`config.mk`:
```
export PLATFORM = sky130hd
export DESIGN_NAME = bresenham_line_rasterizer
export DESIGN_NICKNAME = d
export VERILOG_FILES = /design/src/design/blr_pkg.sv /design/src/design/blr_regs.sv /design/src/design/blr_front.sv /design/src/design/blr_queue.sv /design/src/design/blr_back.sv /design/src/design/bresenham_line_rasterizer.sv
export VERILOG_INCLUDE_DIRS = /design/src /design/src/design
export SDC_FILE = /design/constraint.sdc
export NUM_CORES = 1
export LEC_CHECK = 0
export BUFFER_PORTS_ARGS = -buffer_cell sky130_fd_sc_hd__buf_2
export CORE_UTILIZATION = 35
export DETAILED_ROUTE_END_ITERATION = 8
export GPL_TIMING_DRIVEN = 0
export PLACE_DENSITY_LB_ADDON = 0.08
export REMOVE_ABC_BUFFERS = 1
export SLEW_MARGIN = 30
export SYNTH_ARGS = -nofsm -noshare
export SYNTH_HDL_FRONTEND = slang
export SYNTH_HIERARCHICAL = 1
export SYNTH_SLANG_ARGS = --single-unit
```
`constraint.sdc`:
```
create_clock -name clk -period 26.4 [get_ports clk]
set_input_delay 6.6 -clock clk [delete_from_list [all_inputs] [get_ports clk]]
set_output_delay 6.6 -clock clk [all_outputs]
set_load 0.005 [all_outputs]
```
`src/design/bresenham_line_rasterizer_macros.svh`:
```
// assertion macros for the line rasterizer back end
// no dependencies; included by files that carry assertions
`ifndef BRESENHAM_LINE_RASTERIZER_MACROS_SVH
`define BRESENHAM_LINE_RASTERIZER_MACROS_SVH

`ifndef SYNTHESIS
`define BLR_ASSERT_IMPL(label, clk, rst, ante, cons, msg) \
  label: assert property (@(posedge clk) disable iff (rst) (ante) |-> (cons)) else $error(msg);
`define BLR_ASSERT_NEXT(label, clk, rst, ante, cons, msg) \
  label: assert property (@(posedge clk) disable iff (rst) (ante) |=> (cons)) else $error(msg);
`else
`define BLR_ASSERT_IMPL(label, clk, rst, ante, cons, msg)
`define BLR_ASSERT_NEXT(label, clk, rst, ante, cons, msg)
`endif

`endif

```
`src/design/blr_pkg.sv`:
```
// package for the line rasterizer: widths, codes and shared types
// no dependencies
package blr_pkg;

  localparam int COORD_BITS  = 12;
  localparam int ERR_BITS    = COORD_BITS + 2;
  localparam int WIDTH_BITS  = 13;
  localparam int ADDR_BITS   = 32;
  localparam int COLOR_BITS  = 32;
  localparam int DATA_BITS   = 32;
  localparam int PADDR_BITS  = 3;
  localparam int QUEUE_DEPTH = 2;

  localparam logic OP_START = 1'b0;
  localparam logic OP_STEP  = 1'b1;

  localparam logic REG_FRAME_WIDTH = 1'b0;
  localparam logic REG_FRAME_BASE  = 1'b1;

  localparam logic [WIDTH_BITS-1:0] FRAME_WIDTH_RESET = WIDTH_BITS'(640);
  localparam logic [ADDR_BITS-1:0]  FRAME_BASE_RESET  = '0;

  typedef logic [COORD_BITS-1:0] coord_t;
  typedef logic signed [ERR_BITS-1:0] err_t;

  typedef struct packed {
    logic                  is_start;
    coord_t                x0;
    coord_t                y0;
    coord_t                x1;
    coord_t                y1;
    coord_t                abs_dx;
    coord_t                abs_dy;
    logic                  x_neg;
    logic                  y_neg;
    err_t                  err;
    logic [COLOR_BITS-1:0] color;
  } cmd_t;

  typedef struct packed {
    logic [WIDTH_BITS-1:0] frame_width;
    logic [ADDR_BITS-1:0]  frame_base;
  } cfg_t;

endpackage

```
`src/design/blr_regs.sv`:
```
// configuration registers behind the apb-style port
// depends on blr_pkg
module blr_regs
  import blr_pkg::*;
(
  input  logic                  clk,
  input  logic                  rst,
  input  logic                  psel,
  input  logic                  penable,
  input  logic                  pwrite,
  input  logic [PADDR_BITS-1:0] paddr,
  input  logic [DATA_BITS-1:0]  pwdata,
  output logic [DATA_BITS-1:0]  prdata,
  output logic                  pready,
  output cfg_t                  cfg
);

  logic [WIDTH_BITS-1:0] frame_width;
  logic [ADDR_BITS-1:0]  frame_base;
  logic                  wr_en;
  logic                  reg_sel;

  assign pready  = 1'b1;
  assign wr_en   = psel && penable && pwrite && pready;
  assign reg_sel = paddr[2];

  always_ff @(posedge clk) begin
    if (rst) begin
      frame_width <= FRAME_WIDTH_RESET;
      frame_base  <= FRAME_BASE_RESET;
    end else if (wr_en) begin
      case (reg_sel)
        REG_FRAME_WIDTH: frame_width <= pwdata[WIDTH_BITS-1:0];
        REG_FRAME_BASE:  frame_base  <= pwdata[ADDR_BITS-1:0];
        default: ;
      endcase
    end
  end

  always_comb begin
    case (reg_sel)
      REG_FRAME_WIDTH: prdata = DATA_BITS'(frame_width);
      REG_FRAME_BASE:  prdata = DATA_BITS'(frame_base);
      default:         prdata = '0;
    endcase
  end

  assign cfg.frame_width = frame_width;
  assign cfg.frame_base  = frame_base;

endmodule

```
`src/design/blr_front.sv`:
```
// front end: accepts input words, classifies them and sets up line deltas
// depends on blr_pkg
module blr_front
  import blr_pkg::*;
(
  input  logic                  in_valid,
  output logic                  in_stall,
  input  logic                  op,
  input  coord_t                start_x,
  input  coord_t                start_y,
  input  coord_t                end_x,
  input  coord_t                end_y,
  input  logic [COLOR_BITS-1:0] line_color,
  input  logic                  q_full,
  output logic                  push,
  output cmd_t                  cmd
);

  logic x_lt;
  logic y_lt;

  assign in_stall = q_full;
  assign push     = in_valid && !q_full;

  assign x_lt = start_x < end_x;
  assign y_lt = start_y < end_y;

  always_comb begin
    cmd.is_start = (op == OP_START);
    cmd.x0       = start_x;
    cmd.y0       = start_y;
    cmd.x1       = end_x;
    cmd.y1       = end_y;
    cmd.abs_dx   = x_lt ? (end_x - start_x) : (start_x - end_x);
    cmd.abs_dy   = y_lt ? (end_y - start_y) : (start_y - end_y);
    cmd.x_neg    = !x_lt;
    cmd.y_neg    = !y_lt;
    cmd.err      = err_t'(ERR_BITS'(cmd.abs_dx) - ERR_BITS'(cmd.abs_dy));
    cmd.color    = line_color;
  end

endmodule

```
`src/design/blr_queue.sv`:
```
// short command queue between front and back end
// depends on blr_pkg
module blr_queue
  import blr_pkg::*;
(
  input  logic clk,
  input  logic rst,
  input  logic push,
  input  cmd_t push_cmd,
  output logic full,
  input  logic pop,
  output logic q_valid,
  output cmd_t q_cmd
);

  localparam int PTR_BITS = (QUEUE_DEPTH > 1) ? $clog2(QUEUE_DEPTH) : 1;
  localparam int CNT_BITS = $clog2(QUEUE_DEPTH + 1);

  cmd_t                entries [QUEUE_DEPTH];
  logic [PTR_BITS-1:0] wr_ptr;
  logic [PTR_BITS-1:0] rd_ptr;
  logic [CNT_BITS-1:0] count;
  logic                do_pop;

  assign full    = (count == CNT_BITS'(QUEUE_DEPTH));
  assign q_valid = (count != '0);
  assign q_cmd   = entries[rd_ptr];
  assign do_pop  = pop && q_valid;

  function automatic logic [PTR_BITS-1:0] ptr_inc(input logic [PTR_BITS-1:0] p);
    ptr_inc = (p == PTR_BITS'(QUEUE_DEPTH - 1)) ? '0 : p + PTR_BITS'(1);
  endfunction

  always_ff @(posedge clk) begin
    if (rst) begin
      wr_ptr <= '0;
      rd_ptr <= '0;
      count  <= '0;
    end else begin
      if (push) wr_ptr <= ptr_inc(wr_ptr);
      if (do_pop) rd_ptr <= ptr_inc(rd_ptr);
      if (push && !do_pop) count <= count + CNT_BITS'(1);
      else if (!push && do_pop) count <= count - CNT_BITS'(1);
    end
  end

  always_ff @(posedge clk) begin
    if (push) entries[wr_ptr] <= push_cmd;
  end

endmodule

```
`src/design/blr_back.sv`:
```
// back end: bresenham stepping, pixel address pipeline and output register
// depends on blr_pkg and bresenham_line_rasterizer_macros.svh
`include "bresenham_line_rasterizer_macros.svh"
module blr_back
  import blr_pkg::*;
(
  input  logic                  clk,
  input  logic                  rst,
  input  cfg_t                  cfg,
  input  logic                  q_valid,
  input  cmd_t                  q_cmd,
  output logic                  pop,
  output logic                  out_valid,
  input  logic                  out_stall,
  output coord_t                pixel_x,
  output coord_t                pixel_y,
  output logic [ADDR_BITS-1:0]  pixel_address,
  output logic [COLOR_BITS-1:0] pixel_color,
  output logic                  last_pixel
);

  localparam int E2_BITS   = ERR_BITS + 1;
  localparam int PROD_BITS = WIDTH_BITS + COORD_BITS;

  coord_t                cur_x;
  coord_t                cur_y;
  coord_t                target_x;
  coord_t                target_y;
  coord_t                abs_dx;
  coord_t                abs_dy;
  logic                  x_step_negative;
  logic                  y_step_negative;
  err_t                  error_term;
  logic [COLOR_BITS-1:0] held_color;
  logic                  busy;

  logic                  s1_valid;
  coord_t                s1_x;
  coord_t                s1_y;
  logic [COLOR_BITS-1:0] s1_color;
  logic                  s1_last;
  logic [ADDR_BITS-1:0]  s1_prod;
  logic [ADDR_BITS-1:0]  s1_base4x;

  logic                  out_en;
  logic                  s1_en;
  logic                  emit;
  logic                  at_end;
  logic                  step_x;
  logic                  step_y;
  logic signed [E2_BITS-1:0] e2;
  logic signed [E2_BITS-1:0] dx_ext;
  logic signed [E2_BITS-1:0] dy_ext;
  err_t                  error_term_next;
  logic [PROD_BITS-1:0]  prod_full;

  assign out_en = !out_valid || !out_stall;
  assign s1_en  = !s1_valid || out_en;
  assign pop    = q_valid && s1_en;
  assign emit   = pop && !q_cmd.is_start && busy;
  assign at_end = (cur_x == target_x) && (cur_y == target_y);

  assign e2     = {error_term, 1'b0};
  assign dx_ext = $signed(E2_BITS'(abs_dx));
  assign dy_ext = $signed(E2_BITS'(abs_dy));
  assign step_x = e2 > -dy_ext;
  assign step_y = e2 < dx_ext;

  always_comb begin
    error_term_next = error_term;
    if (step_x) error_term_next = error_term_next - err_t'(ERR_BITS'(abs_dy));
    if (step_y) error_term_next = error_term_next + err_t'(ERR_BITS'(abs_dx));
  end

  assign prod_full = cfg.frame_width * cur_y;

  // line state
  always_ff @(posedge clk) begin
    if (rst) begin
      cur_x           <= '0;
      cur_y           <= '0;
      target_x        <= '0;
      target_y        <= '0;
      abs_dx          <= '0;
      abs_dy          <= '0;
      x_step_negative <= 1'b0;
      y_step_negative <= 1'b0;
      error_term      <= '0;
      held_color      <= '0;
      busy            <= 1'b0;
    end else if (pop && q_cmd.is_start) begin
      cur_x           <= q_cmd.x0;
      cur_y           <= q_cmd.y0;
      target_x        <= q_cmd.x1;
      target_y        <= q_cmd.y1;
      abs_dx          <= q_cmd.abs_dx;
      abs_dy          <= q_cmd.abs_dy;
      x_step_negative <= q_cmd.x_neg;
      y_step_negative <= q_cmd.y_neg;
      error_term      <= q_cmd.err;
      held_color      <= q_cmd.color;
      busy            <= 1'b1;
    end else if (emit) begin
      if (at_end) begin
        busy <= 1'b0;
      end else begin
        error_term <= error_term_next;
        if (step_x) cur_x <= x_step_negative ? cur_x - COORD_BITS'(1) : cur_x + COORD_BITS'(1);
        if (step_y) cur_y <= y_step_negative ? cur_y - COORD_BITS'(1) : cur_y + COORD_BITS'(1);
      end
    end
  end

  // pixel stage: product and base plus 4x
  always_ff @(posedge clk) begin
    if (rst) begin
      s1_valid <= 1'b0;
    end else if (s1_en) begin
      s1_valid <= emit;
    end
  end

  always_ff @(posedge clk) begin
    if (s1_en && emit) begin
      s1_x      <= cur_x;
      s1_y      <= cur_y;
      s1_color  <= held_color;
      s1_last   <= at_end;
      s1_prod   <= ADDR_BITS'(prod_full);
      s1_base4x <= cfg.frame_base + ADDR_BITS'({cur_x, 2'b00});
    end
  end

  // output register
  always_ff @(posedge clk) begin
    if (rst) begin
      out_valid <= 1'b0;
    end else if (out_en) begin
      out_valid <= s1_valid;
    end
  end

  always_ff @(posedge clk) begin
    if (out_en && s1_valid) begin
      pixel_x       <= s1_x;
      pixel_y       <= s1_y;
      pixel_color   <= s1_color;
      last_pixel    <= s1_last;
      pixel_address <= s1_base4x + {s1_prod[ADDR_BITS-3:0], 2'b00};
    end
  end

  `BLR_ASSERT_NEXT(a_start_sets_busy, clk, rst, pop && q_cmd.is_start, busy, "start did not set busy")
  `BLR_ASSERT_NEXT(a_end_clears_busy, clk, rst, emit && at_end, !busy, "end point left busy set")
  `BLR_ASSERT_NEXT(a_no_pixel_when_idle, clk, rst, s1_en && !emit, !s1_valid, "pixel made without a step")
  `BLR_ASSERT_IMPL(a_pop_needs_room, clk, rst, pop, s1_en, "queue popped while pixel stage held")

endmodule

```
`src/design/bresenham_line_rasterizer.sv`:
```
// top level of the all-octant bresenham line rasterizer
// depends on blr_pkg, blr_regs, blr_front, blr_queue, blr_back
//
//   channel  handshake              payload
//   input    in_valid / in_stall    op, start_x, start_y, end_x, end_y, line_color
//   output   out_valid / out_stall  pixel_x, pixel_y, pixel_address, pixel_color, last_pixel
//   config   psel/penable/pwrite    paddr, pwdata, prdata, pready
//
// one word per cycle in and up to one pixel per cycle out, sustained while out_stall is low
// a step word goes through queue, address stage and output register before its pixel shows
// the address stage holds the single frame_width by y multiplier
// in_stall rises when the two-word queue is full; out_stall holds every pixel already in flight
// synchronous reset clears control, frame_width to 640, frame_base to 0; no clearing pass
module bresenham_line_rasterizer
  import blr_pkg::*;
(
  input  logic                  clk,
  input  logic                  rst,
  input  logic                  psel,
  input  logic                  penable,
  input  logic                  pwrite,
  input  logic [PADDR_BITS-1:0] paddr,
  input  logic [DATA_BITS-1:0]  pwdata,
  output logic [DATA_BITS-1:0]  prdata,
  output logic                  pready,
  input  logic                  in_valid,
  output logic                  in_stall,
  input  logic                  op,
  input  coord_t                start_x,
  input  coord_t                start_y,
  input  coord_t                end_x,
  input  coord_t                end_y,
  input  logic [COLOR_BITS-1:0] line_color,
  output logic                  out_valid,
  input  logic                  out_stall,
  output coord_t                pixel_x,
  output coord_t                pixel_y,
  output logic [ADDR_BITS-1:0]  pixel_address,
  output logic [COLOR_BITS-1:0] pixel_color,
  output logic                  last_pixel
);

  cfg_t cfg;
  cmd_t push_cmd;
  cmd_t q_cmd;
  logic push;
  logic q_full;
  logic q_valid;
  logic pop;

  blr_regs u_regs (
    .clk     (clk),
    .rst     (rst),
    .psel    (psel),
    .penable (penable),
    .pwrite  (pwrite),
    .paddr   (paddr),
    .pwdata  (pwdata),
    .prdata  (prdata),
    .pready  (pready),
    .cfg     (cfg)
  );

  blr_front u_front (
    .in_valid   (in_valid),
    .in_stall   (in_stall),
    .op         (op),
    .start_x    (start_x),
    .start_y    (start_y),
    .end_x      (end_x),
    .end_y      (end_y),
    .line_color (line_color),
    .q_full     (q_full),
    .push       (push),
    .cmd        (push_cmd)
  );

  blr_queue u_queue (
    .clk      (clk),
    .rst      (rst),
    .push     (push),
    .push_cmd (push_cmd),
    .full     (q_full),
    .pop      (pop),
    .q_valid  (q_valid),
    .q_cmd    (q_cmd)
  );

  blr_back u_back (
    .clk           (clk),
    .rst           (rst),
    .cfg           (cfg),
    .q_valid       (q_valid),
    .q_cmd         (q_cmd),
    .pop           (pop),
    .out_valid     (out_valid),
    .out_stall     (out_stall),
    .pixel_x       (pixel_x),
    .pixel_y       (pixel_y),
    .pixel_address (pixel_address),
    .pixel_color   (pixel_color),
    .last_pixel    (last_pixel)
  );

endmodule

```
==> results.ini <==
[status]
status = finished clean

[yosys]
synth_edf_count = 445
ys_seq_area_frac = 0.4643
synth.distinct_cells = 107
synthCells = 3270
synth_ff_type = edfxtp_1
async_flop_share = 0
syn_area_sq_um = 36240
syn_avg_cell_area_sq_um = 11.08
yosys_warnings = 6
ys_ff_latch = 618

[sta]
finalSetupViolCount = 0
fmaxAchievable_mhz = 68.96
rsz0062_at_grt = no
fin_worst_skew_ps = 26.95
worst_hold_slack_ps = 414.3
hold_viol = 0
tightest_slew_ps = 935.7
period_minus_slack_ps = 14500
post-route-period-util = 0.5493
drv_slew = 0
tns_ps = 0
final.setup.worst_slack_ps = 11900
relSlewSlack = 0.3754

[worst_setup_path]
slowest_stage = buf_2
cp_common_cell = buf_2
r2r_slack_ps = 19980
r2r-start = u_back/cur_y[4]
crit_type = in2out
reg2regPathDepth = 18
slowest_delay_ps = 660
crit_chain = buf_2 > mux2_2 > buf_2
start_kind = input port
critPathMaxFanout = 36
r2r_end = u_back/s1_prod[24]
endpoint_kind = output port
arrival_ps = 7900
cp.required_ps = 19800

[placement]
dpl_cell_area_sq_um = 38800
dp_cells = 4718
io_buffers = 243
dpl_worst_slack_ps = 11850
place.gp.congestion = 0.8226
dp_hpwl_mm = 71.08

[power]
power_mw = 4.096
powerDensity_nw_per_um2 = 99.29
total_leakage_power_nw = 16.65
peakVddDrop_uv = 63.51

[min_path]
worstHoldStart = u_back/s1_color[14]
min_path_type = reg2reg
min_path_cells = 0
holdPathEnd = u_back/pixel_color[14]

[cells_and_area]
final_cell_mix = 445 x edfxtp_1, 335 x nand2_1, 288 x inv_1
final_common_cell = edfxtp_1
layout-drive-gt1-share = 0.1712
finalNonFillerCells = 4861
fin_util = 0.4037
final-seq-area_sq_um = 16830
fillers = 9940
area_growth_syn_to_layout_pct = 13.83
fin_nets = 3902
final_area_sq_um = 41250
multiInputGateArea_sq_um = 17120

[floorplanning]
rows = 117
fp.dieW_um = 323.8
core_sq_um = 102200
start_util = 0.3547
fp.dieH_um = 323.8
dieArea_sq_um = 104800
io_pins = 247

[clocking]
cts_tree = done
cts_buffers = 76
cts_sinks = 618
cts.repair.resized = 0
cts_setup_buffers = 0
worstSkewPairLatency_ps = 650
h-tree-depth = 3
clk_pin_slew_ps = 60
hold_buffers = 0
cts_root_buffer = clkbuf_16
ctsLongestPathBuffers = 3

[global_routing]
grt_pass1_vias = 25060
grt_max_degree = 117
overflow = 0
track_usage = 0.1832
grt_first_pass_wirelength_mm = 146.8
antenna_found_initial = 4

[routing]
drt_wl_total_mm = 96.00
drt_iter0_markers = 1298
wl_per_cell_um = 19.75
dr.pass1.iters = 6
vias = 24320
ant_nets = 0
viasPerCell = 5.003
drc = 0

[flow_run]
drv_cap = 0

## cell usage after synthesis (all sizes together) (9+ instances only)
library cell | count | area (sq um)
edfxtp | 445 | 13360
nand2 | 339 | 1285
inv | 289 | 1087
ha | 230 | 2878
a21oi | 210 | 1077
dfxtp | 173 | 3463
mux2 | 149 | 1682
nor2 | 125 | 476.7
buf | 121 | 962.2
fa | 121 | 2422
and2 | 97 | 606.8
nand2b | 95 | 594.3
xnor2 | 95 | 832.1
o21ai | 88 | 451.7
clkbuf | 79 | 317.8
xor2 | 69 | 604.3
mux2i | 63 | 634.4
nand3 | 51 | 255.2
nor3 | 46 | 235.2
o21a | 34 | 255.2
a21o | 32 | 240.2
nor2b | 28 | 177.7
a211oi | 25 | 205.2
and3 | 21 | 133.9
a311oi | 18 | 163.9
or3 | 18 | 117.6
a31oi | 17 | 106.4
o31ai | 17 | 141.4
nand4 | 14 | 87.58
o211ai | 14 | 105.1
nor4 | 13 | 81.33
a21boi | 11 | 82.58
o21bai | 9 | 67.56
o22ai | 9 | 76.32
## per-layer routing
| layer | up-vias | wire length, um | global-route usage |
|---|---|---|---|
| met5 | - | 13 | 0 |
| met4 | 2 | 2535 | 0.05776 |
| met3 | 141 | 3739 | 0.02716 |
| met2 | 493 | 48290 | 0.3253 |
| met1 | 11970 | 41430 | 0.2271 |
| li1 | 11720 | - | - |
## critical path, delay by kind of cell
family                 cells  cell delay [ps]
buffers and inverters      2              800
multiplexers               1              460
## registers in the layout (all words and copies together), names as in the netlist, 13 cells and up, named ones only
signal / count
u_back/error_term: 14
u_back/pixel_color: 32
u_back/held_color: 32
u_back/s1_color: 32
u_regs/frame_base: 32
u_queue/entries: 242
u_regs/frame_width: 13
u_back/s1_base4x: 32
u_back/s1_prod: 25
u_back/pixel_address: 32
## area by class of cell
| cell class | instances | area share |
|---|---|---|
| Clock inverter | 34 | 0.007492 |
| Clock buffer | 108 | 0.05172 |
| Multi-Input combinational cell | 2163 | 0.4150 |
| Antenna cell | 1 | 0.00006066 |
| Timing Repair Buffer | 280 | 0.04981 |
| Inverter | 289 | 0.02636 |
| Sequential cell | 618 | 0.4080 |
| Tap cell | 1368 | 0.04149 |
## cells by family after synthesis
group,share of synthesized area
fa+ha+maj,0.1466
simple gates,0.1190
buf+inv,0.06532
compound gates,0.1012
xor+xnor,0.03964
flops,0.4643
mux,0.06391
other cells,0.0001035
## where the power goes
part / internal (mW) / total, mW / switching [mW]
logic: 0.714 / 1.70 / 0.985
clock network: 0.589 / 1.01 / 0.425
registers: 1.24 / 1.38 / 0.145
## worst max-delay path by stage
stage | from | endpoint | slack (ps) | depth (start not counted)
after floorplan | out_stall | u_back/last_pixel | 12670 | 1
after global routing | paddr[2] | prdata[10] | 11840 | 3
after detailed placement | paddr[2] | prdata[11] | 11850 | 3
after global placement | out_stall | u_back/pixel_color[18] | 7460 | 2
after CTS | paddr[2] | prdata[11] | 11850 | 3
final | paddr[2] | prdata[8] | 11900 | 3
Power figures use the tool's default switching activity.
